<file path="src/rtl/skf_pkg.sv">
`timescale 1ns / 1ps
`default_nettype none

package skf_pkg;

    localparam int FRAC_BITS_DEF = 16;

    // gain is always Q1.16, independent of the value format
    localparam int          GAIN_BITS = 16;
    localparam int          GAIN_W    = GAIN_BITS + 1;
    localparam logic [16:0] GAIN_ONE  = 17'h10000;

    // divider: {P, 16 zeros} + den/2 over den = P + R
    localparam int NUM_W = 49;
    localparam int DEN_W = 33;
    localparam int QUO_W = 17;
    localparam int CNT_W = 5;

    localparam int APB_AW = 4;

    localparam logic [1:0] CMD_INIT    = 2'd0;
    localparam logic [1:0] CMD_RESET   = 2'd1;
    localparam logic [1:0] CMD_PREDICT = 2'd2;
    localparam logic [1:0] CMD_UPDATE  = 2'd3;

    localparam logic [1:0] REG_MEAS_NOISE = 2'd0;
    localparam logic [1:0] REG_PROC_NOISE = 2'd1;
    localparam logic [1:0] REG_INIT_ERR   = 2'd2;

    localparam logic [31:0] MEAS_NOISE_RST = 32'd65536;
    localparam logic [31:0] PROC_NOISE_RST = 32'd655;
    localparam logic [31:0] INIT_ERR_RST   = 32'd65536;

    // microcode addresses
    localparam int             PC_W          = 4;
    localparam logic [PC_W-1:0] PC_INIT      = 4'd0;
    localparam logic [PC_W-1:0] PC_INIT_LOAD = 4'd1;
    localparam logic [PC_W-1:0] PC_INIT_BAD  = 4'd2;
    localparam logic [PC_W-1:0] PC_RESET     = 4'd3;
    localparam logic [PC_W-1:0] PC_PREDICT   = 4'd4;
    localparam logic [PC_W-1:0] PC_PRED_APPLY = 4'd5;
    localparam logic [PC_W-1:0] PC_UPDATE    = 4'd6;
    localparam logic [PC_W-1:0] PC_DIV_WAIT  = 4'd7;
    localparam logic [PC_W-1:0] PC_GAIN      = 4'd8;
    localparam logic [PC_W-1:0] PC_CORR      = 4'd9;
    localparam logic [PC_W-1:0] PC_EST_UPD   = 4'd10;
    localparam logic [PC_W-1:0] PC_COV_UPD   = 4'd11;
    localparam logic [PC_W-1:0] PC_DONE      = 4'd12;

    typedef enum logic [1:0] {MUL_NONE, MUL_PRED, MUL_CORR, MUL_COV} t_mul;
    typedef enum logic [1:0] {EST_HOLD, EST_LOAD, EST_ADD_F, EST_ADD_G} t_est_op;
    typedef enum logic [1:0] {COV_HOLD, COV_INIT, COV_ADD_Q, COV_SHRINK} t_cov_op;
    typedef enum logic [1:0] {GAIN_HOLD, GAIN_CLEAR, GAIN_DIV} t_gain_op;
    typedef enum logic [1:0] {JC_NEXT, JC_GOTO, JC_CFG_BAD, JC_DIV_BUSY} t_jc;

    typedef struct packed {
        t_mul             mul;
        t_est_op          est;
        t_cov_op          cov;
        t_gain_op         gain;
        logic             div_start;
        logic             set_status;
        logic             done;
        t_jc              jc;
        logic [PC_W-1:0]  target;
    } t_uword;

    localparam t_uword UW_NOP = '{
        mul: MUL_NONE, est: EST_HOLD, cov: COV_HOLD, gain: GAIN_HOLD,
        div_start: 1'b0, set_status: 1'b0, done: 1'b0,
        jc: JC_NEXT, target: PC_INIT
    };

    typedef struct packed {
        logic [1:0]         cmd;
        logic signed [31:0] value;
        logic signed [31:0] control;
        logic [31:0]        dt;
        logic [31:0]        snoise;
        logic               use_snoise;
        logic               last;
    } t_item;

    typedef struct packed {
        logic [31:0] meas_noise;
        logic [31:0] proc_noise;
        logic [31:0] init_err;
    } t_cfg;

    typedef struct packed {
        logic cfg_bad;
        logic div_busy;
        logic out_free;
    } t_cond;

    function automatic logic [PC_W-1:0] ucode_entry(input logic [1:0] cmd);
        logic [PC_W-1:0] pc;
        unique case (cmd)
            CMD_INIT:    pc = PC_INIT;
            CMD_RESET:   pc = PC_RESET;
            CMD_PREDICT: pc = PC_PREDICT;
            CMD_UPDATE:  pc = PC_UPDATE;
            default:     pc = PC_INIT;
        endcase
        return pc;
    endfunction

    // control store
    function automatic t_uword ucode_word(input logic [PC_W-1:0] pc);
        t_uword w;
        w = UW_NOP;
        unique case (pc)
            PC_INIT: begin
                w.jc     = JC_CFG_BAD;
                w.target = PC_INIT_BAD;
            end
            PC_INIT_LOAD: begin
                w.est    = EST_LOAD;
                w.cov    = COV_INIT;
                w.gain   = GAIN_CLEAR;
                w.jc     = JC_GOTO;
                w.target = PC_DONE;
            end
            PC_INIT_BAD: begin
                w.set_status = 1'b1;
                w.jc         = JC_GOTO;
                w.target     = PC_DONE;
            end
            PC_RESET: begin
                w.est    = EST_LOAD;
                w.gain   = GAIN_CLEAR;
                w.jc     = JC_GOTO;
                w.target = PC_DONE;
            end
            PC_PREDICT: begin
                w.mul = MUL_PRED;
            end
            PC_PRED_APPLY: begin
                w.est    = EST_ADD_F;
                w.cov    = COV_ADD_Q;
                w.jc     = JC_GOTO;
                w.target = PC_DONE;
            end
            PC_UPDATE: begin
                w.div_start = 1'b1;
            end
            PC_DIV_WAIT: begin
                w.jc     = JC_DIV_BUSY;
                w.target = PC_DIV_WAIT;
            end
            PC_GAIN: begin
                w.gain = GAIN_DIV;
            end
            PC_CORR: begin
                w.mul = MUL_CORR;
            end
            PC_EST_UPD: begin
                w.est = EST_ADD_G;
                w.mul = MUL_COV;
            end
            PC_COV_UPD: begin
                w.cov = COV_SHRINK;
            end
            PC_DONE: begin
                w.done = 1'b1;
            end
            default: begin
                w = UW_NOP;
            end
        endcase
        return w;
    endfunction

endpackage

`default_nettype wire

</file>
<file path="src/rtl/skf_seq.sv">
`timescale 1ns / 1ps
`default_nettype none

module skf_seq (
    input  wire                   i_clk,
    input  wire                   i_rst_n,
    input  wire                   i_start,
    input  wire [1:0]             i_cmd,
    input  skf_pkg::t_cond        i_cond,
    output skf_pkg::t_uword       o_uword,
    output logic                  o_busy
);
    import skf_pkg::*;

    logic            r_busy, n_busy;
    logic [PC_W-1:0] r_pc, n_pc;
    t_uword          w_rom;

    assign w_rom   = ucode_word(r_pc);
    assign o_uword = r_busy ? w_rom : UW_NOP;
    assign o_busy  = r_busy;

    always_comb begin
        n_busy = r_busy;
        n_pc   = r_pc;
        if (!r_busy) begin
            if (i_start) begin
                n_busy = 1'b1;
                n_pc   = ucode_entry(i_cmd);
            end
        end else if (w_rom.done) begin
            // hold on the final step until the output register is free
            if (i_cond.out_free) begin
                n_busy = 1'b0;
            end
        end else begin
            unique case (w_rom.jc)
                JC_NEXT:     n_pc = r_pc + 1'b1;
                JC_GOTO:     n_pc = w_rom.target;
                JC_CFG_BAD:  n_pc = i_cond.cfg_bad ? w_rom.target : r_pc + 1'b1;
                JC_DIV_BUSY: n_pc = i_cond.div_busy ? w_rom.target : r_pc + 1'b1;
                default:     n_pc = r_pc + 1'b1;
            endcase
        end
    end

    always_ff @(posedge i_clk) begin
        if (!i_rst_n) begin
            r_busy <= 1'b0;
            r_pc   <= PC_INIT;
        end else begin
            r_busy <= n_busy;
            r_pc   <= n_pc;
        end
    end

endmodule

`default_nettype wire

</file>
<file path="src/rtl/skf_div.sv">
`timescale 1ns / 1ps
`default_nettype none

module skf_div (
    input  wire                          i_clk,
    input  wire                          i_rst_n,
    input  wire                          i_start,
    input  wire [skf_pkg::NUM_W-1:0]     i_num,
    input  wire [skf_pkg::DEN_W-1:0]     i_den,
    output logic                         o_busy,
    output logic [skf_pkg::QUO_W-1:0]    o_quot
);
    import skf_pkg::*;

    // restoring divider, one quotient bit per cycle; quotient must fit QUO_W
    logic [CNT_W-1:0] r_cnt;
    logic [DEN_W-1:0] r_rem, n_rem;
    logic [DEN_W-1:0] r_den;
    logic [QUO_W-1:0] r_low, n_low;
    logic [DEN_W:0]   w_trial;
    logic             w_ge;

    assign w_trial = {r_rem, r_low[QUO_W-1]};
    assign w_ge    = (w_trial >= {1'b0, r_den});

    always_comb begin
        n_rem = w_ge ? DEN_W'(w_trial - {1'b0, r_den}) : w_trial[DEN_W-1:0];
        n_low = {r_low[QUO_W-2:0], w_ge};
    end

    always_ff @(posedge i_clk) begin
        if (!i_rst_n) begin
            r_cnt <= '0;
        end else if (i_start) begin
            r_cnt <= CNT_W'(QUO_W);
        end else if (r_cnt != '0) begin
            r_cnt <= r_cnt - 1'b1;
        end
    end

    always_ff @(posedge i_clk) begin
        if (i_start) begin
            r_rem <= {1'b0, i_num[NUM_W-1:QUO_W]};
            r_low <= i_num[QUO_W-1:0];
            r_den <= i_den;
        end else if (r_cnt != '0) begin
            r_rem <= n_rem;
            r_low <= n_low;
        end
    end

    assign o_busy = (r_cnt != '0);
    assign o_quot = r_low;

endmodule

`default_nettype wire

</file>
<file path="src/rtl/skf_dp.sv">
`timescale 1ns / 1ps
`default_nettype none

module skf_dp #(
    parameter int FRAC_BITS = skf_pkg::FRAC_BITS_DEF
) (
    input  wire                          i_clk,
    input  wire                          i_rst_n,
    input  skf_pkg::t_uword              i_uword,
    input  skf_pkg::t_item               i_item,
    input  skf_pkg::t_cfg                i_cfg,
    input  wire [skf_pkg::QUO_W-1:0]     i_quot,
    output logic                         o_div_start,
    output logic [skf_pkg::NUM_W-1:0]    o_div_num,
    output logic [skf_pkg::DEN_W-1:0]    o_div_den,
    output logic signed [31:0]           o_est,
    output logic [skf_pkg::GAIN_W-1:0]   o_gain,
    output logic [31:0]                  o_cov
);
    import skf_pkg::*;

    localparam logic [64:0] HALF_F = 65'(1) << (FRAC_BITS - 1);
    localparam logic [64:0] HALF_G = 65'(1) << (GAIN_BITS - 1);

    logic signed [31:0] r_est;
    logic [31:0]        r_cov;
    logic [GAIN_W-1:0]  r_gain;
    logic signed [63:0] r_prod;
    logic signed [32:0] r_innov;
    logic               r_den_zero;

    logic [31:0]        w_noise;
    logic signed [32:0] w_mul_a, w_mul_b;
    logic signed [65:0] w_mul_p;
    logic signed [64:0] w_rnd_f, w_rnd_g;
    logic signed [65:0] w_sum_f, w_sum_g;
    logic [32:0]        w_cov_q;
    logic [47:0]        w_cov_s;
    logic [GAIN_W-1:0]  w_gain_div;

    function automatic logic signed [31:0] sat32(input logic signed [65:0] v);
        logic signed [31:0] r;
        if ((v[65:31] == '0) || (v[65:31] == '1)) begin
            r = v[31:0];
        end else if (v[65]) begin
            r = 32'sh8000_0000;
        end else begin
            r = 32'sh7fff_ffff;
        end
        return r;
    endfunction

    // divider operands: P*2^16 + (P+R)/2 over P+R
    assign w_noise     = i_item.use_snoise ? i_item.snoise : i_cfg.meas_noise;
    assign o_div_den   = {1'b0, r_cov} + {1'b0, w_noise};
    assign o_div_num   = {1'b0, r_cov, 16'h0000} + {17'h0_0000, o_div_den[DEN_W-1:1]};
    assign o_div_start = i_uword.div_start;

    // shared multiplier
    always_comb begin
        unique case (i_uword.mul)
            MUL_PRED: begin
                w_mul_a = {i_item.control[31], i_item.control};
                w_mul_b = {1'b0, i_item.dt};
            end
            MUL_CORR: begin
                w_mul_a = {16'h0000, r_gain};
                w_mul_b = r_innov;
            end
            MUL_COV: begin
                w_mul_a = {16'h0000, GAIN_ONE - r_gain};
                w_mul_b = {1'b0, r_cov};
            end
            default: begin
                w_mul_a = '0;
                w_mul_b = '0;
            end
        endcase
    end
    assign w_mul_p = w_mul_a * w_mul_b;

    // round half up, then saturating add to the estimate
    assign w_rnd_f = ($signed({r_prod[63], r_prod}) + $signed(HALF_F)) >>> FRAC_BITS;
    assign w_rnd_g = ($signed({r_prod[63], r_prod}) + $signed(HALF_G)) >>> GAIN_BITS;
    assign w_sum_f = {{34{r_est[31]}}, r_est} + {w_rnd_f[64], w_rnd_f};
    assign w_sum_g = {{34{r_est[31]}}, r_est} + {w_rnd_g[64], w_rnd_g};

    assign w_cov_q = {1'b0, r_cov} + {1'b0, i_cfg.proc_noise};
    assign w_cov_s = r_prod[47:0] + 48'(HALF_G);

    assign w_gain_div = (r_den_zero || (i_quot > GAIN_ONE)) ? GAIN_ONE : i_quot;

    always_ff @(posedge i_clk) begin
        if (!i_rst_n) begin
            r_est  <= '0;
            r_cov  <= '0;
            r_gain <= '0;
        end else begin
            unique case (i_uword.est)
                EST_LOAD:  r_est <= i_item.value;
                EST_ADD_F: r_est <= sat32(w_sum_f);
                EST_ADD_G: r_est <= sat32(w_sum_g);
                default:   r_est <= r_est;
            endcase
            unique case (i_uword.cov)
                COV_INIT:   r_cov <= i_cfg.init_err;
                COV_ADD_Q:  r_cov <= w_cov_q[32] ? 32'hffff_ffff : w_cov_q[31:0];
                COV_SHRINK: r_cov <= w_cov_s[47:16];
                default:    r_cov <= r_cov;
            endcase
            unique case (i_uword.gain)
                GAIN_CLEAR: r_gain <= '0;
                GAIN_DIV:   r_gain <= w_gain_div;
                default:    r_gain <= r_gain;
            endcase
        end
    end

    always_ff @(posedge i_clk) begin
        if (i_uword.mul != MUL_NONE) begin
            r_prod <= w_mul_p[63:0];
        end
        if (i_uword.div_start) begin
            r_innov    <= {i_item.value[31], i_item.value} - {r_est[31], r_est};
            r_den_zero <= (o_div_den == '0);
        end
    end

    assign o_est  = r_est;
    assign o_gain = r_gain;
    assign o_cov  = r_cov;

endmodule

`default_nettype wire

</file>
<file path="src/rtl/scalar_kalman_filter.sv">
`timescale 1ns / 1ps
`default_nettype none

// Scalar Kalman filter, fixed point (values Q(32-F).F, gain Q1.16). Each
// input word carries one command in tuser (init, reset estimate, predict,
// update) and yields exactly one output word with the estimate, gain and
// covariance after the step plus status flags. The block works on one word
// at a time under a small microcoded sequencer; s_axis_tready is high
// while it is idle. Update takes longest, its time being set by the
// restoring divider for the gain and its wait step. The next word is
// accepted the cycle after its result enters the output register, even
// if m_axis is still stalled. Configuration (APB, byte addresses 0x0
// measurement noise, 0x4 process noise, 0x8 initial error) must be
// written only while the block is idle.

module scalar_kalman_filter #(
    parameter int FRAC_BITS = skf_pkg::FRAC_BITS_DEF
) (
    input  wire                          i_clk,
    input  wire                          i_rst_n,
    // input stream
    input  wire                          s_axis_tvalid,
    output logic                         s_axis_tready,
    // [31:0] value, [63:32] control rate, [95:64] time_step,
    // [127:96] sensor_noise
    input  wire [127:0]                  s_axis_tdata,
    // [1:0] command, [2] use_sensor_noise
    input  wire [2:0]                    s_axis_tuser,
    input  wire                          s_axis_tlast,   // last_reading
    // output stream
    output logic                         m_axis_tvalid,
    input  wire                          m_axis_tready,
    // [31:0] estimate_out, [48:32] gain_out, [80:49] covariance_out,
    // [87:81] zero
    output logic [87:0]                  m_axis_tdata,
    // [0] status, [1] config_valid
    output logic [1:0]                   m_axis_tuser,
    output logic                         m_axis_tlast,   // fused_done
    // configuration
    input  wire                          psel,
    input  wire                          penable,
    input  wire                          pwrite,
    input  wire [skf_pkg::APB_AW-1:0]    paddr,
    input  wire [31:0]                   pwdata,
    output logic [31:0]                  prdata,
    output logic                         pready
);
    import skf_pkg::*;

    logic        r_m_valid;
    logic [87:0] r_m_data;
    logic [1:0]  r_m_user;
    logic        r_m_last;

    t_cfg        r_cfg;
    t_item       r_item;
    logic        r_status;

    t_uword      w_uword;
    t_cond       w_cond;
    logic        w_busy;
    logic        w_accept;
    logic        w_publish;
    logic        w_cfg_wr;

    logic                 w_div_start;
    logic [NUM_W-1:0]     w_div_num;
    logic [DEN_W-1:0]     w_div_den;
    logic                 w_div_busy;
    logic [QUO_W-1:0]     w_quot;
    logic signed [31:0]   w_est;
    logic [GAIN_W-1:0]    w_gain;
    logic [31:0]          w_cov;

    assign s_axis_tready = !w_busy;
    assign w_accept      = s_axis_tvalid && s_axis_tready;

    // ---------------- configuration registers ----------------
    assign pready   = 1'b1;
    assign w_cfg_wr = psel && penable && pwrite && pready;

    always_ff @(posedge i_clk) begin
        if (!i_rst_n) begin
            r_cfg.meas_noise <= MEAS_NOISE_RST;
            r_cfg.proc_noise <= PROC_NOISE_RST;
            r_cfg.init_err   <= INIT_ERR_RST;
        end else if (w_cfg_wr) begin
            unique case (paddr[3:2])
                REG_MEAS_NOISE: r_cfg.meas_noise <= pwdata;
                REG_PROC_NOISE: r_cfg.proc_noise <= pwdata;
                REG_INIT_ERR:   r_cfg.init_err   <= pwdata;
                default: ;  // unmapped word, ignored
            endcase
        end
    end

    always_comb begin
        unique case (paddr[3:2])
            REG_MEAS_NOISE: prdata = r_cfg.meas_noise;
            REG_PROC_NOISE: prdata = r_cfg.proc_noise;
            REG_INIT_ERR:   prdata = r_cfg.init_err;
            default:        prdata = '0;
        endcase
    end

    // ---------------- input word capture ----------------
    always_ff @(posedge i_clk) begin
        if (w_accept) begin
            r_item.cmd        <= s_axis_tuser[1:0];
            r_item.value      <= s_axis_tdata[31:0];
            r_item.control    <= s_axis_tdata[63:32];
            r_item.dt         <= s_axis_tdata[95:64];
            r_item.snoise     <= s_axis_tdata[127:96];
            r_item.use_snoise <= s_axis_tuser[2];
            r_item.last       <= s_axis_tlast;
        end
    end

    // status is set only when init is rejected by the microcode
    always_ff @(posedge i_clk) begin
        if (!i_rst_n) begin
            r_status <= 1'b0;
        end else if (w_accept) begin
            r_status <= 1'b0;
        end else if (w_uword.set_status) begin
            r_status <= 1'b1;
        end
    end

    // ---------------- sequencer, datapath, divider ----------------
    assign w_cond.cfg_bad  = (r_cfg.init_err == '0) || (r_cfg.meas_noise == '0);
    assign w_cond.div_busy = w_div_busy;
    assign w_cond.out_free = !r_m_valid || m_axis_tready;

    skf_seq u_seq (
        .i_clk   (i_clk),
        .i_rst_n (i_rst_n),
        .i_start (w_accept),
        .i_cmd   (s_axis_tuser[1:0]),
        .i_cond  (w_cond),
        .o_uword (w_uword),
        .o_busy  (w_busy)
    );

    skf_dp #(
        .FRAC_BITS (FRAC_BITS)
    ) u_dp (
        .i_clk       (i_clk),
        .i_rst_n     (i_rst_n),
        .i_uword     (w_uword),
        .i_item      (r_item),
        .i_cfg       (r_cfg),
        .i_quot      (w_quot),
        .o_div_start (w_div_start),
        .o_div_num   (w_div_num),
        .o_div_den   (w_div_den),
        .o_est       (w_est),
        .o_gain      (w_gain),
        .o_cov       (w_cov)
    );

    skf_div u_div (
        .i_clk   (i_clk),
        .i_rst_n (i_rst_n),
        .i_start (w_div_start),
        .i_num   (w_div_num),
        .i_den   (w_div_den),
        .o_busy  (w_div_busy),
        .o_quot  (w_quot)
    );

    // ---------------- output register ----------------
    // the final microstep copies the settled state into the output word
    assign w_publish = w_uword.done && w_cond.out_free;

    always_ff @(posedge i_clk) begin
        if (!i_rst_n) begin
            r_m_valid <= 1'b0;
        end else if (w_publish) begin
            r_m_valid <= 1'b1;
        end else if (m_axis_tready) begin
            r_m_valid <= 1'b0;
        end
    end

    always_ff @(posedge i_clk) begin
        if (w_publish) begin
            r_m_data <= {7'h00, w_cov, w_gain, w_est};
            r_m_user <= {(r_cfg.meas_noise != '0), r_status};
            r_m_last <= r_item.last;
        end
    end

    assign m_axis_tvalid = r_m_valid;
    assign m_axis_tdata  = r_m_data;
    assign m_axis_tuser  = r_m_user;
    assign m_axis_tlast  = r_m_last;

endmodule

`default_nettype wire

</file>
<file path="config.mk">
export PLATFORM = sky130hd
export DESIGN_NAME = scalar_kalman_filter
export DESIGN_NICKNAME = d
export VERILOG_FILES = /design/src/rtl/skf_pkg.sv /design/src/rtl/skf_seq.sv /design/src/rtl/skf_div.sv /design/src/rtl/skf_dp.sv /design/src/rtl/scalar_kalman_filter.sv
export SDC_FILE = /design/constraint.sdc
export NUM_CORES = 2
export LEC_CHECK = 0
export CAP_MARGIN = 20
export CORE_MARGIN = 5
export CORE_UTILIZATION = 55
export CTS_CLUSTER_DIAMETER = 30
export DETAILED_ROUTE_END_ITERATION = 16
export DONT_BUFFER_PORTS = 1
export GPL_TIMING_DRIVEN = 0
export PLACE_DENSITY_LB_ADDON = 0.1
export SYNTH_ARGS = -nofsm -noshare
export SYNTH_HDL_FRONTEND = slang
export SYNTH_SLANG_ARGS = --single-unit
export TNS_END_PERCENT = 50
</file>
<file path="constraint.sdc">
create_clock -name i_clk -period 13.75 [get_ports i_clk]
set_input_delay 2.0625 -clock i_clk [delete_from_list [all_inputs] [get_ports i_clk]]
set_output_delay 2.0625 -clock i_clk [all_outputs]
set_load 0.05 [all_outputs]
</file>
# [After elaboration in Yosys (flattened, before gate mapping)]
# Index checks and enable logic that the tools add are counted.
[totals] inputBits=175 romBits=0 ram_bits=0 ff_bits=584 elab_cells=152 mem_count=0 output_inout_bits=126 latch_bits=0
[op_classes] multipliers=1 n_eq_ne=33 order_cmp=2 bitwise=1 reduce_logical=36 n_addsub=11 n_div=0 n_mux=40 shifts=0
[op_table] operator="case mux 33 bit (3 select lines)" n=2
[op_table] operator="2-to-1 mux 32 bit" n=6
[op_table] operator="case mux 32 bit (3 select lines)" n=2
[op_table] operator="2-to-1 mux 17 bit" n=4
[op_table] operator="adder 32 x 32 -> 33 bit" n=2
[op_table] operator="adder 64 x 17 -> 65 bit, second input constant" n=1
[op_table] operator="logical NOT 32 bit" n=2
[op_table] operator="multiplier 33 x 33 -> 64 bit" n=1
[op_table] operator="case mux 32 bit (2 select lines)" n=1
[op_table] operator="adder 32 x 49 -> 50 bit" n=1
[op_table] operator="adder 48 x 32 -> 49 bit" n=1
[op_table] operator="adder 48 x 16 -> 48 bit, second input constant" n=1
[op_table] operator="== test 35 bit, second input constant" n=1
[op_table] operator="logical NOT 35 bit" n=1
[op_table] operator="greater-or-equal comparator 34 x 33 -> 1 bit" n=1
[op_table] operator="case mux 17 bit (2 select lines)" n=1
[op_table] operator="logical NOT 33 bit" n=1
[op_table] operator="2-to-1 mux 33 bit" n=1
[op_table] operator="subtractor 32 x 32 -> 33 bit" n=1
[op_table] operator="subtractor 33 bit" n=1
[op_table] operator="case mux 4 bit (4 select lines)" n=2
[op_table] operator="nonzero test 32 bit" n=1
[op_table] operator="== test 2 bit, second input constant" n=12
[op_table] operator="== test 4 bit, second input constant" n=5
[op_table] operator="other kinds (27)" n=72

# [Longest topological paths before layout]
[logic_depth] word_depth=7 ltp_mapped=41 mapped_depth_nobuf=41

# [Modules after synthesis]
# A second synthesis with hierarchy kept.
[hier_totals] cells_unflattened=7425 area_unflattened_um2=70447.6
[by_module_without_submodules] module="skf_dp" seq_area_each_um2=4113.9 instances=1 cells_each=6004 area_per_inst_um2=52766.9
[by_module_without_submodules] module="scalar_kalman_filter" seq_area_each_um2=8448.1 instances=1 cells_each=766 area_per_inst_um2=11288.3
[by_module_without_submodules] module="skf_div" seq_area_each_um2=2582.5 instances=1 cells_each=568 area_per_inst_um2=5743.0
[by_module_without_submodules] module="skf_seq" seq_area_each_um2=100.1 instances=1 cells_each=87 area_per_inst_um2=649.4

# [Worst setup path before layout]
# OpenSTA, ideal clock, no wires.
[synth_path] kind="reg2reg" start="register u_seq.r_pc[0]" end="register u_dp.r_prod[63] (data pin)" t_arrival_ps=10179 slack_ps=3311 required_ps=13490 path_stages_with_launch=38 synth_period_minus_slack_ps=10439 setup_ps=260 n_path_buf=2 path_cell_list="dfxtp_1 -> inv_1 -> ha_1 -> and4b_1 -> clkbuf_1 -> or2_2 -> nor2_1 -> inv_1 -> clkbuf_1 -> nand2_1 -> nor2_1 -> fa_1 -> inv_1 -> fa_1 -> fa_1 -> inv_1 -> fa_1 -> inv_1 -> [2 not listed] -> fa_1 -> fa_1 -> inv_1 -> fa_1 -> inv_1 -> ha_1 -> nand4_1 -> or3_1 -> a2111o_1 -> o2111ai_1 -> nand2_1 -> o211ai_1 -> a21oi_1 -> nor2_1 -> nor2_1 -> o21ai_0 -> a21oi_1 -> xnor2_1"
[synth_via] elab_chain_cells=6 word_cells_on_any_way=11 cone_classes="mul (1); eq/ne (6); mux (4)"
[synth_rtl] item="from (decl)" line="skf_seq.sv:16" text="logic [PC_W-1:0] r_pc, n_pc;"
[synth_rtl] item="from (signal assigned)" line="skf_seq.sv:53" text="r_pc <= n_pc;"
[synth_rtl] item="== test 4 bit / == test 4 x 3 -> 1 bit (equally long branches)" line="skf_pkg.sv:112" text="unique case (pc)"
[synth_rtl] item="case mux 2 bit (3 select lines) *" line="skf_pkg.sv:112"
[synth_rtl] item="2-to-1 mux 17 bit *" line="skf_seq.sv:20" text="assign o_uword = r_busy ? w_rom : UW_NOP;"
[synth_rtl] item="== test 2 bit / == test 2 x 1 -> 1 bit (equally long branches)" line="skf_dp.sv:61" text="unique case (i_uword.mul)"
[synth_rtl] item="case mux 33 bit (3 select lines)" line="skf_dp.sv:61"
[synth_rtl] item="multiplier 33 x 33 -> 64 bit *" line="skf_dp.sv:80" text="assign w_mul_p = w_mul_a * w_mul_b;"
[synth_rtl] item="named net u_dp.w_mul_p[63]" line="skf_dp.sv:34" text="logic signed [65:0] w_mul_p;"
[synth_rtl] item="to (signal assigned)" line="skf_dp.sv:121" text="r_prod <= w_mul_p[63:0];"
[synth_rtl] item="to (decl)" line="skf_dp.sv:28" text="logic signed [63:0] r_prod;"
# Mark *: on every way through the listed nets, which the timed path passes. The rest lies on a longest branch.
# A chain may end at the register's enable or synchronous reset.

# [Worst setup path in the final report]
# Same ends and word-level chain as after synthesis.

==> key figures <==
Power
  • Max VDD drop: 0.000190 V
  • Power per cell area: around 97 mW/mm^2
  • Total chip power: 7.45 mW
  • Static leakage: roughly 35 nW

STA
  • Final hold violations: 0
  • Fin Setup TNS: 0 ns
  • FMAX: 0.0739 GHz
  • Period utilization: 98.4%
  • Slew HR: 17.2%
  • Tmin final: approximately 14 ns
  • Unrepaired setup endpoints after global routing: no
  • Pins Over Slew Limit: 0
  • Final setup skew: 0.0307 ns
  • Slew @ Worst Pin: 1.24 ns
  • Final setup violating endpoints: 0
  • Worst setup margin: ~0.23 ns

Clock network
  • Max clock buf depth: 3
  • CTS resizes: 5
  • Sink Count: 569
  • Post CTS Setup Buffer Count: 0
  • CTS Hold Bufs: 0
  • Htree depth: 4
  • Root Buffer: clkbuf_16
  • CTS tree: built
  • Clock buffer count from CTS: 141
  • Clock latency on the worst-skew pair: between 0.7 and 0.8 ns
  • CTS clk-pin slew, worst paths: ~0.04 ns

Flow run
  • Max Cap Viol: 0

Floorplan
  • Die Wd: about 360 um
  • Core Region: around 0.13 mm^2
  • Initial Utilization: 55.1%
  • Total Die Area: roughly 0.13 mm^2
  • Num ports: 301
  • Num rows: 130
  • Die height: 364 um

Cells and area
  • Share of cells above drive strength 1: 4.95%
  • Final core utilization: 61.2%
  • Nets: approximately 9300
  • Area grow syn2layout: 10.9%

Synth
  • FFs w/ async S/R, synth: 0%
  • Synth Flop Type: edfxtp_1
  • Post-synthesis register bit count: 569
  • Distinct cells, synth: 90
  • Synth Instances: between 7000 and 8000
  • Avg Synthesized Cell Area: 9.31 um^2
  • EDFF count, synth: 379
  • Sequential-to-total area share from yosys stat: 22.0%
  • Mapped cell area: ~0.069 mm^2
  • Synth Warn #: 0

Detailed routing
  • DR pass1 iterations: 8
  • DR WL/cell: 28.6 um
  • Residual DRC: 0
  • Vias per std cell: roughly 6
  • Via count: 57200
  • Number of routed nets with antenna violations: 0
  • Initial DRC count: 6173
  • Routed WL: 268000 um

Worst setup path
  • Critical path arrival: 14.01 ns
  • CP max stage cell: clkbuf_1
  • Worst path buffer plus inverter count: 12
  • Critical path launch point type: flop
  • Worst R2R End: u_dp.r_prod[63]
  • FF-to-FF Start: u_seq.r_pc[0]
  • CP Depth: 37
  • CP endpoint kind: flop
  • Peak fanout along the critical path: 10
  • R2R setup slack: between 0.2 and 0.25 ns
  • Cells on worst reg2reg path: 37
  • CP startpoint: u_seq.r_pc[0]
  • Most used cell, CP: fa_1
  • CP peak stage delay: between 0.9 and 1 ns
  • Critical Path RT: 14.23 ns
  • Setup CP Type: reg -> reg
  • Cell family with most CP delay: adder cells

Place
  • IO Port Bufs: 0
  • GPL Wtd Cong: 1.02
  • HPWL Detailed: around 220000 um
  • Setup WS pre-CTS: -0.370 ns

Global route
  • GRT Total Usage: approximately two fifths
  • Initial antenna violation count: 19
  • First-pass GRT wire length: 386000 um
  • Remaining Overflow, GRT: 0
  • Vias in the first global route: slightly below 60000
  • Pin count of the biggest net entering global routing: 95

Hold path
  • WHS Endpoint: m_axis_tlast
  • Min-delay src: r_item[0]
  • Hold depth: 0
  • Hold crit path type: reg -> reg

Run status
  • Status: finished clean
-- metal layers --
layer / global-route usage [%] / vias to the layer above / wire length [um]
met4: 23.2 / 14 / 18700
met3: 12.1 / 792 / 31300
met5: 0 / - / 92
met2: 62.2 / 3376 / 119000
li1: - / 24300 / -
met1: 51.4 / 28800 / 99100
-- report_power, final --
part           internal [mW]  switching [mW]  total [mW]
logic                  0.659            1.20        1.86
registers               2.07           0.152        2.22
clock network           2.26            1.12        3.38
total                   4.99            2.47        7.45
-- worst max path at each step --
| stage | endpoint |
|---|---|
| 6_report | u_dp.r_prod[63] |
| 2_1_floorplan | u_dp.r_prod[63] |
| 5_1_grt | u_dp.r_prod[63] |
| 3_3_place_gp | u_dp.r_prod[63] |
| 4_1_cts | u_dp.r_prod[63] |
| 3_5_place_dp | u_dp.r_prod[63] |
-- state kept, by name, indices dropped and copies added, names as in the netlist, 33 cells and up --
register      cells
m_axis_tdata     81
u_dp.r_innov     33
u_div.r_rem      33
r_cfg            96
u_div.r_den      33
u_dp.r_prod      49
r_item          130
-- stage by stage --
stage,cell area [um^2],instances,hold slack [ns]
after floorplan,69000,7414,0.400
after global placement,71100,9064,0.403
after detailed placement,71500,9092,0.408
after CTS,76400,9347,0.417
after global routing,76500,9352,0.421
final,76500,9370,0.414
-- final cells by class --
type	count	area (um^2)
clock buffers	174	3810
fillers	11000	48600
well taps	1650	2060
multi-input cells	5322	48100
repair buffers	34	445
flip-flops and latches	569	15200
inverters	1188	4460
diodes	19	47.5
clock inverters	81	1070
plain buffers	333	1310
-- logic make-up (layout without fill, tap and decap cells) --
kind of cell | after synthesis | after routing | share of synthesized area (%)
multiplexers | 76 | 76 | 1.17
XOR/XNOR | 292 | 292 | 3.71
other | 2 | 27 | 0.0109
flip-flops | 569 | 569 | 22.0
AO/OA/AOI/OAI | 1154 | 1154 | 10.9
adder cells (fa/ha/maj) | 1520 | 1520 | 39.7
AND/OR/NAND/NOR | 2272 | 2272 | 14.2
buffers and inverters | 1523 | 1810 | 8.34
-- cell usage in the layout, fill, tap and decap left out, drive strengths merged, types with 12 or more instances in the layout --
cell type,Yosys,final
a211oi,62,62
a21boi,109,109
a21o,86,86
a21oi,281,281
a221oi,31,31
a22oi,65,65
a31oi,35,35
and2,74,74
and3,30,30
and4,12,12
buf,27,59
bufinv,0,15
clkbuf,308,481
clkinv,1,48
dfxtp,190,190
diode,0,19
edfxtp,379,379
fa,1110,1110
ha,410,410
inv,1187,1196
mux2,36,36
mux2i,40,40
nand2,1050,1050
nand2b,39,39
nand3,83,83
nand4,40,40
nor2,692,692
nor2b,61,61
nor3,64,64
nor4,29,29
o211ai,38,38
o21a,57,57
o21ai,257,257
o21bai,23,23
o31ai,13,13
or2,29,29
or3,28,28
xnor2,185,185
xor2,107,107
-- synth_stat cells (all sizes together) (109+ instances only) --
| cell | number | area, um^2 |
|---|---|---|
| a21boi | 109 | 818 |
| a21oi | 281 | 1410 |
| clkbuf | 308 | 1160 |
| dfxtp | 190 | 3800 |
| edfxtp | 379 | 11400 |
| fa | 1110 | 22200 |
| ha | 410 | 5130 |
| inv | 1187 | 4460 |
| nand2 | 1050 | 3940 |
| nor2 | 692 | 2600 |
| o21ai | 257 | 1290 |
| xnor2 | 185 | 1620 |
Power figures use the tool's default switching activity.
